<file path="config.mk">
export PLATFORM = sky130hd
export DESIGN_NAME = nibble_flag_framer_with_stuffing
export DESIGN_NICKNAME = d
export VERILOG_FILES = /design/src/sv/nff_pkg.sv /design/src/sv/nff_builder.sv /design/src/sv/nibble_flag_framer_with_stuffing.sv
export SDC_FILE = /design/constraint.sdc
export NUM_CORES = 1
export LEC_CHECK = 0
export BUFFER_PORTS_ARGS = -buffer_cell sky130_fd_sc_hd__buf_2
export CAP_MARGIN = 10
export CORE_ASPECT_RATIO = 0.8
export CORE_MARGIN = 10
export CORE_UTILIZATION = 41
export CTS_BUF_LIST = sky130_fd_sc_hd__clkbuf_2 sky130_fd_sc_hd__clkbuf_4 sky130_fd_sc_hd__clkbuf_8
export DETAILED_ROUTE_END_ITERATION = 12
export PLACE_DENSITY = 0.64
export SYNTH_ARGS = -nofsm -noshare
export SYNTH_HDL_FRONTEND = slang
export SYNTH_SLANG_ARGS = --single-unit
</file>
<file path="constraint.sdc">
create_clock -name clock -period 17.7 [get_ports clock]
set_input_delay 3.54 -clock clock [delete_from_list [all_inputs] [get_ports clock]]
set_output_delay 3.54 -clock clock [all_outputs]
set_load 0.02 [all_outputs]
</file>
<file path="src/sv/nff_pkg.sv">
// Shared types, constants and checksum helper for the nibble flag framer.
package nff_pkg;

   // Line constants
   localparam logic [3:0] FlagHi      = 4'b0111;
   localparam logic [3:0] FlagLo      = 4'b1110;
   localparam logic [3:0] StuffTrig   = 4'b0111;
   localparam logic [3:0] StuffNibble = 4'b0011;
   localparam logic [8:0] Modulus     = 9'd137;

   // Most line words that one input word can produce
   localparam int MaxWords = 8;
   localparam int CntW     = $clog2(MaxWords + 1);
   localparam int IdxW     = $clog2(MaxWords);

   typedef struct packed {
      logic [3:0] payload_nibble;
      logic       end_of_payload;
   } req_type;

   typedef struct packed {
      logic [3:0] line_nibble;
      logic       frame_done;
   } rsp_type;

   // Builder output: the line words for one input word plus the next state
   typedef struct packed {
      rsp_type [MaxWords-1:0] words;
      logic [CntW-1:0]        count;
      logic                   inside_frame;
      logic [7:0]             running_residue;
   } build_type;

   // Add a nibble to the residue, modulo 137 (residue stays below 137)
   function automatic logic [7:0] add_mod(input logic [7:0] residue, input logic [3:0] nib);
      logic [8:0] sum;
      sum = {1'b0, residue} + {5'b0, nib};
      if (sum >= Modulus) begin
         sum = sum - Modulus;
      end
      return sum[7:0];
   endfunction

endpackage

</file>
<file path="src/sv/nff_builder.sv">
// Combinational expansion of one payload word into its list of line words.
module nff_builder (
   input  nff_pkg::req_type   item,
   input  logic               inside_frame,
   input  logic [7:0]         running_residue,
   output nff_pkg::build_type build
);

   always_comb begin
      logic [nff_pkg::CntW-1:0] k;
      logic [7:0]               res;
      build = '0;
      k     = '0;
      res   = running_residue;

      // start flag when a frame opens
      if (!inside_frame) begin
         build.words[k[nff_pkg::IdxW-1:0]] = '{line_nibble: nff_pkg::FlagHi, frame_done: 1'b0};
         k = k + 1'b1;
         build.words[k[nff_pkg::IdxW-1:0]] = '{line_nibble: nff_pkg::FlagLo, frame_done: 1'b0};
         k = k + 1'b1;
         res = '0;
      end

      // payload nibble, then stuffing after 0111
      build.words[k[nff_pkg::IdxW-1:0]] = '{line_nibble: item.payload_nibble, frame_done: 1'b0};
      k = k + 1'b1;
      res = nff_pkg::add_mod(res, item.payload_nibble);
      if (item.payload_nibble == nff_pkg::StuffTrig) begin
         build.words[k[nff_pkg::IdxW-1:0]] =
            '{line_nibble: nff_pkg::StuffNibble, frame_done: 1'b0};
         k = k + 1'b1;
         res = nff_pkg::add_mod(res, nff_pkg::StuffNibble);
      end

      // checksum and end flag close the frame
      if (item.end_of_payload) begin
         build.words[k[nff_pkg::IdxW-1:0]] = '{line_nibble: res[7:4], frame_done: 1'b0};
         k = k + 1'b1;
         build.words[k[nff_pkg::IdxW-1:0]] = '{line_nibble: res[3:0], frame_done: 1'b0};
         k = k + 1'b1;
         build.words[k[nff_pkg::IdxW-1:0]] = '{line_nibble: nff_pkg::FlagHi, frame_done: 1'b0};
         k = k + 1'b1;
         build.words[k[nff_pkg::IdxW-1:0]] = '{line_nibble: nff_pkg::FlagLo, frame_done: 1'b1};
         k = k + 1'b1;
         build.inside_frame    = 1'b0;
         build.running_residue = '0;
      end else begin
         build.inside_frame    = 1'b1;
         build.running_residue = res;
      end
      build.count = k;
   end

endmodule

</file>
<file path="src/sv/nibble_flag_framer_with_stuffing.sv">
// Top level: nibble framer with flags, 0111 stuffing and modulo-137 checksum.
//
// Payload nibbles enter on req_, one word per cycle unless req_stall is high,
// into an input register. Each word is expanded in one pass into a list of
// line words (start flag, the nibble, a 0011 stuffing nibble after 0111, and
// at frame end the two checksum nibbles and the end flag), loaded into an
// output list and sent on rsp_ one word per cycle unless rsp_stall is high.
// Mid-frame a payload word yields one line word (two if stuffed), so without
// stalls the block sustains one payload word per cycle less the stuffing;
// opening and closing words add flag and checksum words on the list's single
// output port. Words pass the input register, then the output list, to rsp_.
module nibble_flag_framer_with_stuffing (
   input  logic             clock,
   input  logic             reset,
   input  logic             req_valid,
   output logic             req_stall,
   input  nff_pkg::req_type req_data,
   output logic             rsp_valid,
   input  logic             rsp_stall,
   output nff_pkg::rsp_type rsp_data
);

   // input register
   logic             in_valid_ff, in_valid_in;
   nff_pkg::req_type in_data_ff, in_data_in;

   // framing state
   logic       inside_ff, inside_in;
   logic [7:0] residue_ff, residue_in;

   // output list
   nff_pkg::rsp_type [nff_pkg::MaxWords-1:0] words_ff, words_in;
   logic [nff_pkg::CntW-1:0]                 cnt_ff, cnt_in;

   nff_pkg::build_type build;
   logic               take, move;

   nff_builder u_builder (
      .item            (in_data_ff),
      .inside_frame    (inside_ff),
      .running_residue (residue_ff),
      .build           (build)
   );

   assign rsp_valid = (cnt_ff != '0);
   assign rsp_data  = words_ff[0];
   assign take      = rsp_valid && !rsp_stall;

   // load the list when it is empty or its last word leaves this cycle
   assign move = in_valid_ff &&
                 ((cnt_ff == '0) || ((cnt_ff == nff_pkg::CntW'(1)) && take));

   assign req_stall = in_valid_ff && !move;

   // input register next state
   always_comb begin
      in_valid_in = in_valid_ff;
      in_data_in  = in_data_ff;
      if (req_valid && !req_stall) begin
         in_valid_in = 1'b1;
         in_data_in  = req_data;
      end else if (move) begin
         in_valid_in = 1'b0;
      end
   end

   // list and framing state next values
   always_comb begin
      words_in   = words_ff;
      cnt_in     = cnt_ff;
      inside_in  = inside_ff;
      residue_in = residue_ff;
      if (move) begin
         words_in   = build.words;
         cnt_in     = build.count;
         inside_in  = build.inside_frame;
         residue_in = build.running_residue;
      end else if (take) begin
         for (int i = 0; i < nff_pkg::MaxWords - 1; i++) begin
            words_in[i] = words_ff[i+1];
         end
         words_in[nff_pkg::MaxWords-1] = '0;
         cnt_in = cnt_ff - 1'b1;
      end
   end

   // control registers
   always_ff @(posedge clock) begin
      if (reset) begin
         in_valid_ff <= 1'b0;
         cnt_ff      <= '0;
         inside_ff   <= 1'b0;
         residue_ff  <= '0;
      end else begin
         in_valid_ff <= in_valid_in;
         cnt_ff      <= cnt_in;
         inside_ff   <= inside_in;
         residue_ff  <= residue_in;
      end
   end

   // payload registers
   always_ff @(posedge clock) begin
      in_data_ff <= in_data_in;
      words_ff   <= words_in;
   end

endmodule
</file>
# ---- Word level (Yosys, flattened, before mapping)
# Cells that the tools add are included.
dict set report word_totals {
  inputBits 9
  ff_bits 59
  mem_bits_ro 0
  out_inout_bits 7
  n_memories 0
  ramBits 0
  wordCells 109
  latchBits 0
}
dict set report classes {
  eq_ne 2
  muxes 32
  div_mod_pow 0
  n_lt_le_gt_ge 14
  bitwise 9
  add_sub_neg 11
  shift 0
  reduce_logical 19
  multipliers 0
}
# cell count
set op_table {}
lappend op_table {{40-bit two-way mux} 4}
lappend op_table {{40-bit bitwise mux} 3}
lappend op_table {{5-bit demux with 3-bit select} 6}
lappend op_table {{8-bit two-way mux} 4}
lappend op_table {{32-bit OR} 1}
lappend op_table {{5-bit two-way mux} 6}
lappend op_table {{24-bit AND} 1}
lappend op_table {{24-bit NOT} 1}
lappend op_table {{24-bit OR} 1}
lappend op_table {{4-bit by 1-bit adder with 4-bit output (second input constant)} 5}
lappend op_table {{3-bit by 4-bit less-than comparator with 1-bit output (second input constant)} 5}
lappend op_table {{9-bit by 8-bit greater-or-equal comparator with 1-bit output (second input constant)} 2}
lappend op_table {{16-bit AND} 1}
lappend op_table {{4-bit two-way mux} 4}
lappend op_table {{16-bit NOT} 1}
lappend op_table {{16-bit OR} 1}
lappend op_table {{8-bit subtractor (second input constant)} 2}
lappend op_table {{3-bit by 1-bit greater-or-equal comparator with 1-bit output (second input constant)} 5}
lappend op_table {{1-bit logical AND} 11}
lappend op_table {{10-bit two-way mux} 1}
lappend op_table {{8-bit by 2-bit adder with 9-bit output (second input constant)} 1}
lappend op_table {{8-bit by 4-bit adder with 9-bit output} 1}
lappend op_table {{9-bit two-way mux} 1}
lappend op_table {{8-bit AND} 1}
lappend op_table {{other kinds (14)} 18}

# ---- Longest topological paths before layout
# Gate-level depths: netlist (run 1).
dict set report depth {
  ltp_word 15
  ltp_mapped 27
  depth_no_buf 23
}

# ---- Hierarchy
# Synthesis (run 1) repeated with hierarchy kept, for this count alone.
dict set report hier_totals {
  cells_unflattened 631
  hier_area_um2 5181.2
}
# mod instances cells_each seq_area_each_um2 area_each_um2
set by_module_without_submodules {}
lappend by_module_without_submodules {nff_builder 1 385 0.0 2677.6}
lappend by_module_without_submodules {nibble_flag_framer_with_stuffing 1 246 1631.6 2503.7}

# ---- Least setup slack after synthesis (run 1)
# Ideal clock, no wire load.
dict set report synth_timing {
  kind {input to output}
  from {input port rsp_stall}
  to {output port req_stall}
  path_buffers 0
  cell_stages 4
  required_ns 14.160
  slack_ns 10.177
  arrival_ns 3.983
  path_cell_list {nor2b_1 > o21ai_0 > nand2_1 > inv_1}
}
dict set report synth_via {
  elab_chain_cells 7
}
# item line_no
set synth_lines {}
lappend synth_lines {{start: declaration} nibble_flag_framer_with_stuffing.sv:19} ;# input logic rsp_stall,
lappend synth_lines {{1-bit zero test} nibble_flag_framer_with_stuffing.sv:47} ;# assign take = rsp_valid && !rsp_stall;
lappend synth_lines {{1-bit logical AND} nibble_flag_framer_with_stuffing.sv:47}
lappend synth_lines {{1-bit logical AND} nibble_flag_framer_with_stuffing.sv:51} ;# ((cnt_ff == '0) || ((cnt_ff == nff_pkg::CntW'(1)) && take));
lappend synth_lines {{1-bit logical OR} nibble_flag_framer_with_stuffing.sv:51}
lappend synth_lines {{1-bit logical AND} nibble_flag_framer_with_stuffing.sv:50} ;# assign move = in_valid_ff &&
lappend synth_lines {{1-bit zero test} nibble_flag_framer_with_stuffing.sv:53} ;# assign req_stall = in_valid_ff && !move;
lappend synth_lines {{1-bit logical AND} nibble_flag_framer_with_stuffing.sv:53}
lappend synth_lines {{end: declaration} nibble_flag_framer_with_stuffing.sv:16} ;# output logic req_stall,
# Every way passes these cells.

# ---- Worst setup path after layout (run 1)
# Ends and elaborated chain as after synthesis.

==> impl_metrics.json, run 1 <==
{
  "cp_max_fo": 4,
  "numCtsBuffers": 5,
  "synth_async_sr_flop_share_pct": 0,
  "ant_nets": 0,
  "syn-instance-count": 586,
  "setup-tns-final_ns": 0,
  "cts_resized": 0,
  "max_freq_mhz": 129,
  "grt_pass1_vias": 4339,
  "period_needed_ns": 7.75,
  "synth-seq-cells": 56,
  "seqCellArea_sq_mm": 0.00154,
  "peakVddDrop_v": 0.000113,
  "cts_sinks": 56,
  "wirelength_um": 14000,
  "die-height_um": 118,
  "setup_viol": 0,
  "max-slew-margin-rel_pct": 31.1,
  "worstMarginPinSlew_ns": 1.03,
  "min_path_type": "flip-flop to flip-flop",
  "num-fill-cells": 1131,
  "yosys.cell_types.count": 92,
  "grt.overflow.total": 0,
  "cp.required_ns": 14.16,
  "r2r_start": "inside_ff",
  "pwr_density_cell_mw_per_mm2": 128,
  "wl_per_cell_um": 19.5,
  "cts_tree": "yes",
  "worstHoldStart": "residue_ff[3]",
  "post_cts_buffers": 0,
  "first_pass_iters": 5,
  "synth_flop_cell": "edfxtp_1",
  "clkTransAtPathRegs_ns": 0.11,
  "p_clk_share_pct": 13.7,
  "switching_share_pct": 43.7,
  "synth.avg_cell_area_sq_um": 8.40,
  "arrival_ns": 4.21,
  "fin_crit_sh_pct": 43.8,
  "critPathCaptureType": "primary output",
  "drive_gt1_share_pct": 10.5,
  "crit_chain": "buf_2, nor2b_1, o21ai_0, nand2_1, inv_1, buf_2",
  "cts_hold_buf": 0,
  "startpoint_type": "input port",
  "leakage_uw": 0.00184,
  "diodes": 0,
  "internal_power_uw": 371,
  "p_switching_uw": 288,
  "rsz0062_at_grt": "false",
  "portBuffers": 15,
  "die_area_sq_mm": 0.0168,
  "outcome": "finished, final reports clean",
  "synth_edf_count": 42,
  "grt_max_degree": 56,
  "finalHoldViolations": 0,
  "synthToLayoutAreaGrowth_pct": 4.35,
  "cpLargestDelayFamily": "buffers and inverters",
  "slowest_delay_ns": 0.20,
  "crit_type": "input port to primary output",
  "vias": 4614,
  "grt_first_pass_wirelength_um": 23100,
  "comb_power_share_pct": 48.5,
  "critPathBufInv": 3,
  "cts-root-buf": "clkbuf_8",
  "die_w_um": 142,
  "grt.total_usage_pct": 16.5,
  "syn_area_sq_mm": 0.00492,
  "cpMostUsedCell": "buf_2",
  "initial_utilization_pct": 42.4,
  "antenna_found_initial": 0,
  "whs_ns": 0.500,
  "boundaryPins": 16,
  "drc": 0,
  "rows": 35,
  "clock_latency_ns": 0.33,
  "slew_violations": 0,
  "fin_worst_skew_ns": 0.0136,
  "htreeDepth": 2,
  "first_iter_violations": 767,
  "seq_area_frac_synth_pct": 31.3,
  "critPathLaunch": "rsp_stall",
  "yosysWarnings": 0,
  "core_region_area_sq_mm": 0.0116,
  "dp_hpwl_um": 9950,
  "cts_max_path_buffers": 2,
  "vias_per_cell": 6.41,
  "pwr-share-seq_pct": 37.8,
  "multi_input_area_sq_mm": 0.00311,
  "nets": 602,
  "gp_congestion": 0.917,
  "drv_cap": 0,
  "slowest_stage": "o21ai_0",
  "synth_nets": 617
}
[placed cells by master (no fill, tap or decap), drive strengths merged, types with 10 or more instances in the layout]
master	synthesis	routed
edfxtp	42	42
a211oi	12	12
nand4	10	10
nor2	47	47
and2	10	10
a31oi	13	13
xnor2	14	14
ha	21	21
dfxtp	14	14
a21oi	44	44
buf	17	18
nand3	15	15
o21ai	46	46
inv	17	19
nand2	70	70
nor3	18	18
[kinds of logic after synthesis]
group,after synthesis,synth area share (%)
compound gates,194,28.7
xor+xnor,20,3.71
fa+ha+maj,22,5.75
buf+inv,62,5.49
flops,56,31.3
mux,10,2.31
simple gates,222,22.7
[synthesized netlist by cell type (7+ instances only)]
cell,count,area (sq um)
mux2i_1,8,80.1
and3_1,8,50.1
and2_1,10,62.6
a31oi_1,13,81.3
ha_1,21,263
o22ai_1,8,50.1
inv_1,17,63.8
a211oi_1,10,75.1
o211ai_1,9,67.6
nand3_1,14,70.1
buf_2,8,40.0
dfxtp_1,14,280
nand2b_1,9,56.3
nor2_1,47,176
a21oi_1,40,200
o21ai_0,43,215
nand4_1,10,62.6
edfxtp_1,42,1260
nand2_1,70,263
clkbuf_1,22,82.6
xnor2_1,13,114
or3_1,7,43.8
nor3_1,17,85.1
[registers in the layout, indices dropped and copies added (netlist names)]
signal and flops:
in_data_ff 5, inside_ff 1, rsp_data 5, words_ff 32
residue_ff 8, cnt_ff 4, in_valid_ff 1
[per-layer routing]
metal	vias to the layer above	global-route usage, %	routed length (um)
met5	-	0	0
met4	0	3.85	254
met3	29	3.71	1340
met2	235	23.4	5840
met1	2188	24.3	6610
li1	2162	-	-
[layout make-up]
type | instances | area share [%]
inverter | 22 | 1.61
clock buffer | 5 | 1.34
sequential | 56 | 30.0
multi-input combinational | 468 | 60.6
tap | 148 | 3.61
clock inverter | 3 | 0.877
timing repair buffer | 18 | 1.90
[path summary, 6_finish.rpt]
check                                     end  slack (ns)  cells after the start
worst max-delay path                req_stall        9.95                      6
worst min register to register  residue_ff[3]        0.50                      2
worst max register to register    words_ff[9]       10.58                     23
worst min-delay path            residue_ff[3]        0.50                      2
[power groups by stage]
stage	registers [uW]	clock network, uW	logic (uW)
6_report	249	90.0	319
5_1_grt	255	96.7	356
4_1_cts	249	90.7	315
3_5_place_dp	252	0	314
3_3_place_gp	251	0	306
2_1_floorplan	241	0	251
[per-stage QoR]
| stage | utilization, % | instances | total power, uW | worst slack [ns] | area (sq um) |
|---|---|---|---|---|---|
| after floorplan | - | 586 | 492 | 10.18 | 4920 |
| after global placement | 43.3 | 712 | 557 | 9.96 | 5020 |
| after detailed placement | 43.3 | 712 | 566 | 9.95 | 5020 |
| after CTS | 44.2 | 720 | 655 | 9.94 | 5130 |
| after global routing | 44.2 | 720 | 707 | 9.82 | 5130 |
| final | 44.2 | 720 | 659 | 9.95 | 5130 |
[tightest hold or removal path: stages, from the launching register on]
cell and delay (ns):
dfxtp_1 0.33, nand3b_1 0.07, o21ai_0 0.07
No activity file was read; power rests on OpenSTA's default activity.
==> run 2, diff against run 1 <==
- PLACE_DENSITY: 0.64 -> 0.66
- clock period: 17.7 -> 6.4 ns (I/O delays scaled with it)
==> run 2 against run 1 <==
Critical path depth increased by 18. Hold slack better by 0.0085 ns. Largest power group unchanged. Critical path type is now flip-flop to flip-flop. Highest routed layer unchanged. Die area is the same. Sequential power rose to 2.7 times the previous value. Sequential cell count unchanged.
==> impl_metrics.json, run 2 (synthesis gave the netlist of run 1 again) <==
{
  "synthToLayoutAreaGrowth_pct": 6.77,
  "arrival_ns": 6.27,
  "vias_per_cell": 6.41,
  "peakVddDrop_v": 0.000291,
  "slew_violations": 0,
  "ant_nets": 0,
  "whs_path_depth": 2,
  "wl_per_cell_um": 20.0,
  "worstHoldStart": "residue_ff[3]",
  "cp.required_ns": 6.54,
  "startpoint_type": "flip-flop",
  "cts_tree": "yes",
  "r2r_start": "inside_ff",
  "grt_max_degree": 55,
  "num-fill-cells": 1133,
  "die_w_um": 142,
  "die-height_um": 118,
  "diodes": 0,
  "first_iter_violations": 614,
  "cts_hold_buf": 0,
  "rows": 35,
  "finalCoreUtilization_pct": 45.3,
  "rsz0062_at_grt": "false",
  "critPathCaptureType": "flip-flop",
  "gp_congestion": 0.982,
  "cts_sinks": 56,
  "min_path_type": "flip-flop to flip-flop",
  "cts-root-buf": "clkbuf_8",
  "first_pass_iters": 5,
  "max-slew-margin-rel_pct": 33.2,
  "clock_latency_ns": 0.33,
  "core_region_area_sq_mm": 0.0116,
  "multi_input_area_sq_mm": 0.00316,
  "antenna_found_initial": 0,
  "top_register": "words_ff",
  "grt_pass1_vias": 4423,
  "largest_reg_flops": 32,
  "grt_first_pass_wirelength_um": 23400,
  "cts_max_path_buffers": 2,
  "drv_cap": 0,
  "drive_gt1_share_pct": 13.5,
  "numCtsBuffers": 5,
  "die_area_sq_mm": 0.0168,
  "setup-tns-final_ns": 0,
  "wirelength_um": 14600,
  "outcome": "finished, final reports clean",
  "grt.overflow.total": 0,
  "initial_utilization_pct": 42.4,
  "drc": 0,
  "finalHoldViolations": 0,
  "final_cell_mix": "nand2_1, nor2_1, o21ai_0, edfxtp_1, a21oi_1",
  "portBuffers": 15,
  "rrSetupSlack_ns": 0.27,
  "worstReg2RegEnd": "words_ff[36]",
  "rr_worst_depth": 24,
  "crit_type": "flip-flop to flip-flop",
  "fin_worst_skew_ns": 0.00621,
  "period_needed_ns": 6.13,
  "pwr_density_cell_mw_per_mm2": 349,
  "seqCellArea_sq_mm": 0.00154,
  "nets": 614,
  "fin_crit_sh_pct": 95.7,
  "htreeDepth": 2,
  "leakage_uw": 0.00189,
  "vias": 4692,
  "clkTransAtPathRegs_ns": 0.10,
  "dp_hpwl_um": 10500,
  "grt.total_usage_pct": 16.7,
  "boundaryPins": 16,
  "setup_viol": 0,
  "top_regs": "words_ff x32, residue_ff x8",
  "hold_end": "residue_ff[3]",
  "worstMarginPinSlew_ns": 0.998,
  "final_common_cell": "nand2_1",
  "max_freq_mhz": 163,
  "cp_max_fo": 8
}
## run 2: layer usage
| metal | wire (um) | track usage [%] |
|---|---|---|
| met1 | 6640 | 24.4 |
| met2 | 6150 | 23.3 |
| met3 | 1630 | 4.52 |
| met4 | 189 | 4.04 |
| met5 | 0 | 0 |
## run 2: area by class of cell
| type | instances | area share [%] |
|---|---|---|
| Clock buffer | 6 | 1.57 |
| Clock inverter | 2 | 0.262 |
| Inverter | 22 | 1.57 |
| Multi-Input combinational cell | 468 | 60.1 |
| Sequential cell | 56 | 29.3 |
| Tap cell | 148 | 3.53 |
| Timing Repair Buffer | 30 | 3.57 |
## run 2: worst max path at each step
stage	from	end	slack [ns]	cells after the start
after floorplan	inside_ff	words_ff[12]	0.32	26
after global placement	in_data_ff[1]	words_ff[29]	-0.13	22
after detailed placement	in_data_ff[1]	words_ff[29]	-0.19	22
after CTS	in_data_ff[1]	words_ff[29]	0.01	22
after global routing	inside_ff	words_ff[29]	0.02	24
final	inside_ff	words_ff[36]	0.27	24
## run 2: critical path, stage by stage (launching register included)
cell and delay [ns]:
dfxtp_1 0.35, and2_1 0.14, ha_1 0.23, fa_2 0.61
inv_1 0.08, ha_1 0.23, nor4_4 0.35, o32ai_4 0.18
o21a_1 0.30, nor2_1 0.16, mux2_2 0.39, inv_1 0.14
ha_2 0.29, nor3_1 0.07, o21ai_0 0.10, o31ai_1 0.11
a2111oi_0 0.42, a31oi_1 0.12, a21oi_2 0.23, o22a_4 0.23
o211ai_1 0.18, xnor2_1 0.52, buf_4 0.23, a22oi_1 0.06
nor3_1 0.20
## run 2: timing repair
action,CTS,global route
setup buffers,0,4
gates resized for setup,2,8
endpoints found under the setup margin,4,22
pin swaps,0,1
## run 2: stage by stage
step	setup slack [ns]	instance area (sq um)	instances	power (uW)	hold slack, ns
after global placement	-0.127	5080	720	1570	0.479
after floorplan	0.318	4920	586	1360	0.450
after global routing	0.0171	5250	732	1950	0.561
after CTS	0.0112	5180	728	1800	0.509
final	0.275	5250	732	1830	0.509
after detailed placement	-0.190	5080	720	1590	0.481
## run 2: report_power, final
group | total, uW | switching (uW) | internal [uW]
sequential | 678 | 57.2 | 621
clock | 219 | 130 | 89.0
combinational | 935 | 629 | 306
==> run 3, diff against run 2 <==
- ABC_AREA: unset -> 1
==> run 3 against run 2 <==
Final cell count grew 4.8%. First-iteration DRC count shrank 36%. Clock skew grew 0.011 ns. Synthesized area shrank 11%. Register-to-register slack gained 0.86 ns. Maximum frequency grew 16%. Power shrank 12%. Critical path depth grew 6. Sequential power shrank 0.9%. Clock power shrank 8%. Global-route usage shrank 1.4 points.
==> impl_metrics.json, run 3 <==
{
  "final_common_cell": "nand2_1",
  "core_region_area_sq_mm": 0.0103,
  "yosysMostFrequentCell": "nand2_1",
  "period_needed_ns": 5.27,
  "crit_type": "flip-flop to flip-flop",
  "slowest_delay_ns": 0.73,
  "cts_sinks": 56,
  "gp_congestion": 1.00,
  "die_area_sq_mm": 0.0152,
  "initial_utilization_pct": 42.3,
  "grt.overflow.total": 0,
  "ant_nets": 0,
  "cts_resized": 0,
  "first_iter_violations": 394,
  "cts-root-buf": "clkbuf_8",
  "yosysTopAreaCell": "edfxtp_1",
  "cpMostUsedCell": "nand2_1",
  "power_uw": 1620,
  "grt_pass1_vias": 3810,
  "wirelength_um": 11700,
  "synth-seq-cells": 56,
  "synth_edf_count": 42,
  "cts_hold_buf": 0,
  "met2_usage_pct": 23.6,
  "synth.avg_cell_area_sq_um": 7.05,
  "slew_violations": 0,
  "final_cell_mix": "nand2_1, inv_1, nand3_1",
  "drive_gt1_share_pct": 11.2,
  "portBuffers": 15,
  "fin_crit_sh_pct": 82.3,
  "yosys.cell_types.count": 46,
  "htreeDepth": 2,
  "pwr_density_cell_mw_per_mm2": 348,
  "top_register": "words_ff",
  "grt_max_degree": 52,
  "outcome": "finished, final reports clean",
  "post_cts_buffers": 0,
  "largest_reg_flops": 32,
  "cp_max_fo": 17,
  "setup_viol": 0,
  "finalHoldViolations": 0,
  "wl_per_cell_um": 15.2,
  "fin_worst_skew_ns": 0.0168,
  "diodes": 0,
  "arrival_ns": 5.35,
  "yosysWarnings": 0,
  "synthToLayoutAreaGrowth_pct": 6.27,
  "worstMarginPinSlew_ns": 0.959,
  "cts_tree": "yes",
  "rsz0062_at_grt": "false",
  "synth_common_cells": "nand2_1, inv_1, nand3_1",
  "grt_use_met3_pct": 3.12,
  "synth_top_area_share_pct": 28.9,
  "vias_per_cell": 5.27,
  "dp_hpwl_um": 8920,
  "syn-instance-count": 620,
  "slowest_stage": "dfxtp_1",
  "clock_latency_ns": 0.32,
  "drc": 0,
  "antenna_found_initial": 0,
  "startpoint_type": "flip-flop",
  "clkTransAtPathRegs_ns": 0.10,
  "top_usage_layer": "met2",
  "min_path_type": "flip-flop to flip-flop",
  "synth_flop_cell": "edfxtp_1",
  "numCtsBuffers": 5,
  "max-slew-margin-rel_pct": 35.8,
  "leakage_uw": 0.00224,
  "met1_usage_pct": 21.4,
  "die_w_um": 135,
  "grt.total_usage_pct": 15.3,
  "cp.required_ns": 6.48,
  "nets": 657,
  "boundaryPins": 16,
  "seq_area_frac_synth_pct": 35.3,
  "first_pass_iters": 5,
  "vias": 4043,
  "max_freq_mhz": 190,
  "cts_max_path_buffers": 2,
  "peakVddDrop_v": 0.000236,
  "top_regs": "words_ff x32, residue_ff x8",
  "rows": 33,
  "die-height_um": 112,
  "synth_async_sr_flop_share_pct": 0,
  "synth_area_leaders": "edfxtp_1, nand2_1, inv_1",
  "drv_cap": 0,
  "grt_first_pass_wirelength_um": 19100,
  "syn_area_sq_mm": 0.00437,
  "critPathCaptureType": "flip-flop",
  "setup-tns-final_ns": 0,
  "synth_nets": 651
}
run 3: metrics by stage:
step | area [sq um] | setup WS, ns | util, % | hold slack (ns) | cells
floorplan | 4370 | 1.94 | - | 0.445 | 620
global placement | 4550 | 1.44 | 44.1 | 0.457 | 759
detailed placement | 4550 | 1.16 | 44.1 | 0.460 | 759
CTS | 4640 | 1.15 | 45.0 | 0.475 | 767
global route | 4640 | 0.504 | 45.0 | 0.493 | 767
finish | 4640 | 1.13 | 45.0 | 0.472 | 767
run 3: final cells by class:
class                      count  area [sq um]
fill                        1100          5680
inverter                      83           312
timing repair buffer          19           105
multi-input combinational    461          2420
clock buffer                   7          83.8
clock inverter                 1          8.76
sequential                    56          1540
tap                          140           175
run 3: kinds of logic after synthesis:
| logic type | Yosys count | share of synthesized area (%) |
|---|---|---|
| buffers and inverters | 103 | 9.40 |
| DFF | 56 | 35.3 |
| adders and majority gates | 22 | 6.47 |
| xor gates and xnor gates | 8 | 1.78 |
| AOI/OAI and AO/OA | 68 | 9.45 |
| and+or+nand+nor | 363 | 37.6 |
run 3: metal layers:
layer  routed length [um]  up-vias
met3                  784       15
met4                  124        0
li1                     -     2019
met1                 5620     1887
met5                    0        -
met2                 5130      122
run 3: worst paths after layout:
path,start,endpoint,slack (ns),cells after the start
max,inside_ff,words_ff[22],1.13,30
min,residue_ff[2],residue_ff[2],0.47,2
max reg2reg,inside_ff,words_ff[22],1.13,30
min reg2reg,residue_ff[2],residue_ff[2],0.47,2
run 3: worst max-delay path, delay by kind of cell (launching register included):
| kind | cells | cell delay [ns] |
|---|---|---|
| compound gates | 1 | 0.38 |
| fa+ha+maj | 3 | 0.90 |
| buf+inv | 3 | 0.36 |
| flops | 1 | 0.73 |
| simple gates | 23 | 2.67 |
run 3: power breakdown:
part / switching, uW / internal, uW
Sequential: 61.0 / 611
Clock: 114 / 87.0
Combinational: 506 / 239
Total: 680 / 937
